## config.mk

```make
export PLATFORM = sky130hd
export DESIGN_NAME = hbs_axis_map
export DESIGN_NICKNAME = d
export VERILOG_FILES = /design/src/rtl/core/heightmap_bilinear_sampler_core_macros.svh /design/src/rtl/core/hbs_pkg.sv /design/src/rtl/core/hbs_axis_map.sv
export SDC_FILE = /design/constraint.sdc
export NUM_CORES = 2
export LEC_CHECK = 0
export ABC_AREA = 0
export BUFFER_PORTS_ARGS = -buffer_cell sky130_fd_sc_hd__buf_2
export CAP_MARGIN = 20
export CORE_ASPECT_RATIO = 2
export CORE_MARGIN = 4
export CORE_UTILIZATION = 55
export CTS_CLUSTER_DIAMETER = 80
export DETAILED_ROUTE_END_ITERATION = 16
export HOLD_SLACK_MARGIN = 0.02
export PLACE_DENSITY = 0.72
export SETUP_SLACK_MARGIN = 0.4
export SLEW_MARGIN = 10
export SYNTH_ARGS = -nofsm -noshare
export SYNTH_HDL_FRONTEND = slang
export SYNTH_SLANG_ARGS = --single-unit
```

## constraint.sdc

```tcl
create_clock -name clk_i -period 27.3 [get_ports clk_i]
set_input_delay 8.19 -clock clk_i [delete_from_list [all_inputs] [get_ports clk_i]]
set_output_delay 8.19 -clock clk_i [all_outputs]
set_load 0.05 [all_outputs]
```

## src/rtl/core/heightmap_bilinear_sampler_core_macros.svh

```systemverilog
// Assertion macros shared by the sampler core.
`ifndef HEIGHTMAP_BILINEAR_SAMPLER_CORE_MACROS_SVH
`define HEIGHTMAP_BILINEAR_SAMPLER_CORE_MACROS_SVH

// Same-cycle implication, checked outside reset.
`define HBS_ASSERT(lbl, ante, cons) \
  lbl: assert property (@(posedge clk_i) disable iff (!rst_ni) (ante) |-> (cons)) \
    else $error("sampler check failed");

// Next-cycle implication, checked outside reset.
`define HBS_ASSERT_NXT(lbl, ante, cons) \
  lbl: assert property (@(posedge clk_i) disable iff (!rst_ni) (ante) |=> (cons)) \
    else $error("sampler check failed");

`endif

```

## src/rtl/core/hbs_pkg.sv

```systemverilog
// Types and constants shared by the heightmap sampler modules.
package hbs_pkg;

  localparam int unsigned MAX_SIDE = 256;
  localparam int unsigned SIDE_W   = 9;
  localparam int unsigned CELL_W   = 8;
  localparam int unsigned ADDR_W   = 16;
  localparam int unsigned FRAC_W   = 17;
  localparam logic [FRAC_W-1:0] FRAC_ONE = 17'h10000;

  typedef enum logic [2:0] {
    CFG_OFFSET_X,
    CFG_OFFSET_Z,
    CFG_OFFSET_Y,
    CFG_INV_SCALE_X,
    CFG_INV_SCALE_Z,
    CFG_SCALE_Y,
    CFG_GRID_WIDTH,
    CFG_GRID_DEPTH
  } cfg_reg_e;

  typedef struct packed {
    logic [CELL_W-1:0] cell_idx;
    logic [FRAC_W-1:0] frac;
    logic              oob;
  } axis_t;

endpackage

```

## src/rtl/core/hbs_axis_map.sv

```systemverilog
// Maps one world coordinate to a grid cell and Q1.16 fraction over three stages.
module hbs_axis_map (
  input  logic                        clk_i,
  input  logic                        en_i,
  input  logic signed [31:0]          pos_i,
  input  logic signed [31:0]          off_i,
  input  logic [31:0]                 inv_i,
  input  logic [hbs_pkg::SIDE_W-1:0]  side_i,
  output hbs_pkg::axis_t              axis_o
);
  import hbs_pkg::*;

  logic [32:0] diff;
  logic        dneg_q;
  logic [31:0] dmag_q;
  logic [63:0] prod_d, prod_q;
  logic        out_d, out_q;
  logic [31:0] hi, sm1;
  logic        edge_hit;
  axis_t       axis_d, axis_q;

  assign diff = {pos_i[31], pos_i} - {off_i[31], off_i};

  always_comb begin
    if (dneg_q) begin
      prod_d = '0;
      out_d  = (inv_i != '0);
    end else begin
      prod_d = 64'(dmag_q) * 64'(inv_i);
      out_d  = 1'b0;
    end
  end

  assign hi       = prod_q[63:32];
  assign sm1      = 32'(side_i) - 32'd1;
  assign edge_hit = (hi == sm1);

  always_comb begin
    axis_d.oob = out_q || (hi > sm1) || (edge_hit && (prod_q[31:0] != '0));
    if (edge_hit) begin
      // last row or column: previous cell at full weight
      axis_d.cell_idx = CELL_W'(side_i - SIDE_W'(2));
      axis_d.frac     = FRAC_ONE;
    end else begin
      axis_d.cell_idx = hi[CELL_W-1:0];
      axis_d.frac     = {1'b0, prod_q[31:16]};
    end
  end

  always_ff @(posedge clk_i) begin
    if (en_i) begin
      dneg_q <= diff[32];
      dmag_q <= diff[31:0];
      prod_q <= prod_d;
      out_q  <= out_d;
      axis_q <= axis_d;
    end
  end

  assign axis_o = axis_q;

endmodule

```

### Word level (Yosys, flattened, before mapping)

Cells that the tools add are included.

* order comparisons: 1
* multiplexer cells: 1
* reduce and logical (&&, ||, !) cells: 5
* equal/unequal tests: 1
* add/sub/neg operators: 3
* multiply operators: 1

Operators with widths (count)
* $mul A32 B32 Y64: 1
* $reduce_bool A32 Y1: 2
* $sub A32 B32 Y33: 1
* $eq A32 B32 Y1: 1
* $gt A32 B32 Y1: 1
* $mux W25: 1
* $sub A9 B1 Y10 const B: 1
* $sub A8 B2 Y8 const B: 1
* $logic_or A1 B1 Y1: 2
* $logic_and A1 B1 Y1: 1

* output and inout bits: 26
* bits in registers: 124
* input bits: 107
* word-level logic and storage cells: 20

### Longest topological paths before layout

* depth after elaboration: 4
* mapped depth: 29
* depth with buffers taken out: 27

### Worst setup path before layout

Ideal clock, no wire load.

* kind: input port to flip-flop
* start: input port inv_i[2]
* end: register prod_q[56] (data pin)
* buffers on the path: 2
* data arrival time: 14835 ps
* cell stages on the path: 25
* setup slack: 12205 ps
* library setup time: 260 ps
* required time: 27040 ps
* path through: clkbuf_1 -> and2_1 -> fa_1 -> inv_1 -> fa_1 -> fa_1 -> fa_1 -> inv_1 -> fa_1 -> inv_1 -> fa_1 -> inv_1 -> fa_1 -> fa_1 -> ha_1 -> clkbuf_1 -> nand4_1 -> nor3_1 -> nand2_1 -> o211ai_1 -> nand4_1 -> o21ai_1 -> a31oi_1 -> o21ai_0 -> mux2_2

* cells in the longest elaborated chain, start to end: 1

RTL lines
* from (decl): RTL line hbs_axis_map.sv:7 `input logic [31:0] inv_i,`
* $mul A32 B32 Y64: RTL line hbs_axis_map.sv:29 `prod_d = 64'(dmag_q) * 64'(inv_i);`
* to (signal assigned): RTL line hbs_axis_map.sv:54 `prod_q <= prod_d;`
* to (decl): RTL line hbs_axis_map.sv:16 `logic [63:0] prod_d, prod_q;`

No other way between the ends.
A chain may end at the register's enable or synchronous reset.

### Worst setup path after layout

* start: input port inv_i[6]
* end: register prod_q[52] (data pin)

The elaborated chain is that of the path after synthesis.

==> impl_results.md <==
* GRT Total Usage at 0.3113
* Multiplexer share of the synthesized area at 0.003108
* Outcome: complete, no violations
* CTS resizes at 0
* Reg area at 3724 µm²
* Final Skew at 0.01845 ns
* Critical Path Fanout Max at 33
* Die height at 392.5 µm
* H-tree Lvls at 4
* Dominant cell type by area after synthesis: fa_1
* Synth cell types at 70
* R2R depth at 25
* Slew margin rel. at 0.3039
* Die area at 78610 µm²
* Worst hold path class: reg2reg
* Worst slack at placement at 11.01 ns
* ANT nets after route at 0
* Slew Viols, Final at 0
* Tcrit/Tclk final at 0.5822
* HPWL Detailed at 96700 µm
* Critical Path End Type: flip-flop
* Worst Path Required at 27.53 ns
* Number of global-route vias before repair at 33920
* CTS Sinks at 124
* Post-synthesis sequential area ratio at 0.09157
* Cell Area, Synth at 40660 µm²
* Synthesized Nets at 5728
* Final #Nets at 5673
* Post-CTS Hold Buffers at 0
* Clock slew at reported path FFs at 0.06 ns
* Post-Synth XOR/XNOR Area at 0.01982
* GRT overflow at 0
* DRC viols at 0
* Commonest non-fill, non-tap cell in the layout: inv_1
* Crit path from: inv_i[6]
* Final RePlAce weighted congestion at 1.014
* Fillers at 6455
* Num CTS Buffers at 17
* Largest cells by area after synthesis: fa_1 (44%), ha_1 (10%), edfxtp_1 (9.2%)
* Routed vias/inst at 5.775
* Initial antenna violation count at 4
* Initial Util at 0.5567
* Row count at 140
* Final min period at 15.90 ns
* Area occupied by multi-input gates at 32530 µm²
* Syn Area/Cell at 9.254 µm²
* Critical R2R Launch: dmag_q[16]$_DFFE_PP_
* First-pass GRT wire length at 185400 µm
* Layout cells sized above 1 at 0.05262
* Post-CTS Setup Repair Bufs at 0
* Final instance area at 42470 µm²
* Setup Total Neg Slack at 0 ns
* TritonCTS clock tree: yes
* Arr. time, crit path at 16.12 ns
* Seq cells post-synth at 124
* CP Launch Type: input port
* Asr flop ratio synth at 0
* Gate Count Post-Synth at 4394
* Most frequent cells in the layout: inv_1 (932), fa_1 (897), and2_1 (590)
* Core Box Area at 73050 µm²
* Root Buffer: clkbuf_16
* Synth top area share at 0.4416
* # setup viols final at 0
* RSZ-0062 raised after global routing: no
* Most used DFF post-synth: edfxtp_1
* Worst hold path depth at 1
* Post-synthesis compound-gate area fraction at 0.05536
* Initial DRC count at 1803
* PnR worst setup slack at 11.40 ns
* TritonRoute pass-1 iters at 6
* IO Port Bufs at 132
* Synthesized-area fraction occupied by adder cells at 0.5432
* Drt wl/cell at 22.70 µm
* Main combinational cell family by area after synthesis: adder cells
* Worst skew pair latency at 0.49 ns
* Worst-Margin Slew at 1.044 ns
* Area delta synth->final at 4.440%
* Syn. warnings at 0
* Post-Synth Simple-Gate Area at 0.1784
* HP Start: prod_q[18]$_SDFFCE_PP0P_
* Max cap viols at 0
* Final Hold Violating Endpoints at 0
* Clk buf depth at 2
* I/O Pins at 133
* Vias at 30480
* Critical path class: in2reg
* Number of synthesized flops with an enable pin at 124
* Largest net degree at the start of global routing at 72
* Routed WL at 119800 µm
* Die width at 200.3 µm
* Area post-placement at 41860 µm²
* F_max at 62.91 MHz
## routing by layer
layer  part of all wire  GRT usage
met4               0.11     0.2585
met1               0.30     0.2903
met5                  0          0
met3              0.047    0.04108
met2               0.55     0.5955
## layout make-up
class | count | area share
multi-input cells | 3094 | 0.7660
diodes | 3 | 0.0001768
repair buffers | 170 | 0.02242
clock inverters | 15 | 0.004125
inverters | 932 | 0.08238
well taps | 923 | 0.02719
flip-flops and latches | 124 | 0.08768
clock buffers | 17 | 0.01002
## synth_stat cells (all sizes together) (4+ instances only)
library cell	n
fa	897
clkbuf	240
buf	4
o211ai	4
mux2	10
o21ai	63
xor2	38
nor4	19
o21a	16
a21boi	5
nor3b	6
edfxtp	124
nand3	24
o21bai	16
a21o	59
a31oi	10
and4	6
o2111ai	6
ha	330
or2	4
nor2b	24
or3	9
inv	932
nand4	38
a21oi	119
and2	590
a2111oi	5
nor3	21
nand2b	9
xnor2	54
nor2	115
a211oi	10
and3	10
nand2	530
## sequential cells by signal, summed over array words and instances (netlist names)
name,cells
axis_o,26
dmag_q,32
dneg_q,1
out_q,1
prod_q,64
## per-stage QoR
stage,instances,utilization,hold WS [ns]
after CTS,5275,0.5813,0.5558
after detailed placement,5243,0.5731,0.5406
final,5278,0.5814,0.5531
after global routing,5277,0.5813,0.5906
after global placement,5243,0.5731,0.5390
after floorplan,4394,-,0.5145
## worst max-delay path: stages
cell	delay, ns
buf_2	0.56
and2_1	0.26
fa_1	0.46
fa_1	0.43
fa_1	0.55
inv_1	0.05
fa_1	0.47
inv_1	0.06
fa_1	0.51
inv_1	0.06
fa_1	0.57
inv_1	0.06
fa_1	0.51
fa_1	0.42
ha_1	0.43
nand4_1	0.25
nor3_1	0.31
nand2_1	0.09
o211ai_1	0.39
nand4_1	0.28
o21ai_1	0.36
a31oi_1	0.22
o21ai_0	0.25
mux2_2	0.36
## worst paths after layout
path         slack (ns)                       end
max reg2reg       18.45  prod_q[63]$_SDFFCE_PP0P_
max               11.40  prod_q[52]$_SDFFCE_PP0P_
min reg2reg        0.55   axis_o[3]$_SDFFCE_PP0P_
min                0.55   axis_o[3]$_SDFFCE_PP0P_
## cells by family after synthesis
| group | after synthesis |
|---|---|
| AO/OA/AOI/OAI | 349 |
| XOR/XNOR | 92 |
| adder cells (fa/ha/maj) | 1227 |
| buffers and inverters | 1176 |
| flip-flops | 124 |
| multiplexers | 11 |
| AND/OR/NAND/NOR | 1415 |
Power is not shown: default switching activity piles up to over one toggle a cycle in this logic, so the estimate is an artifact.
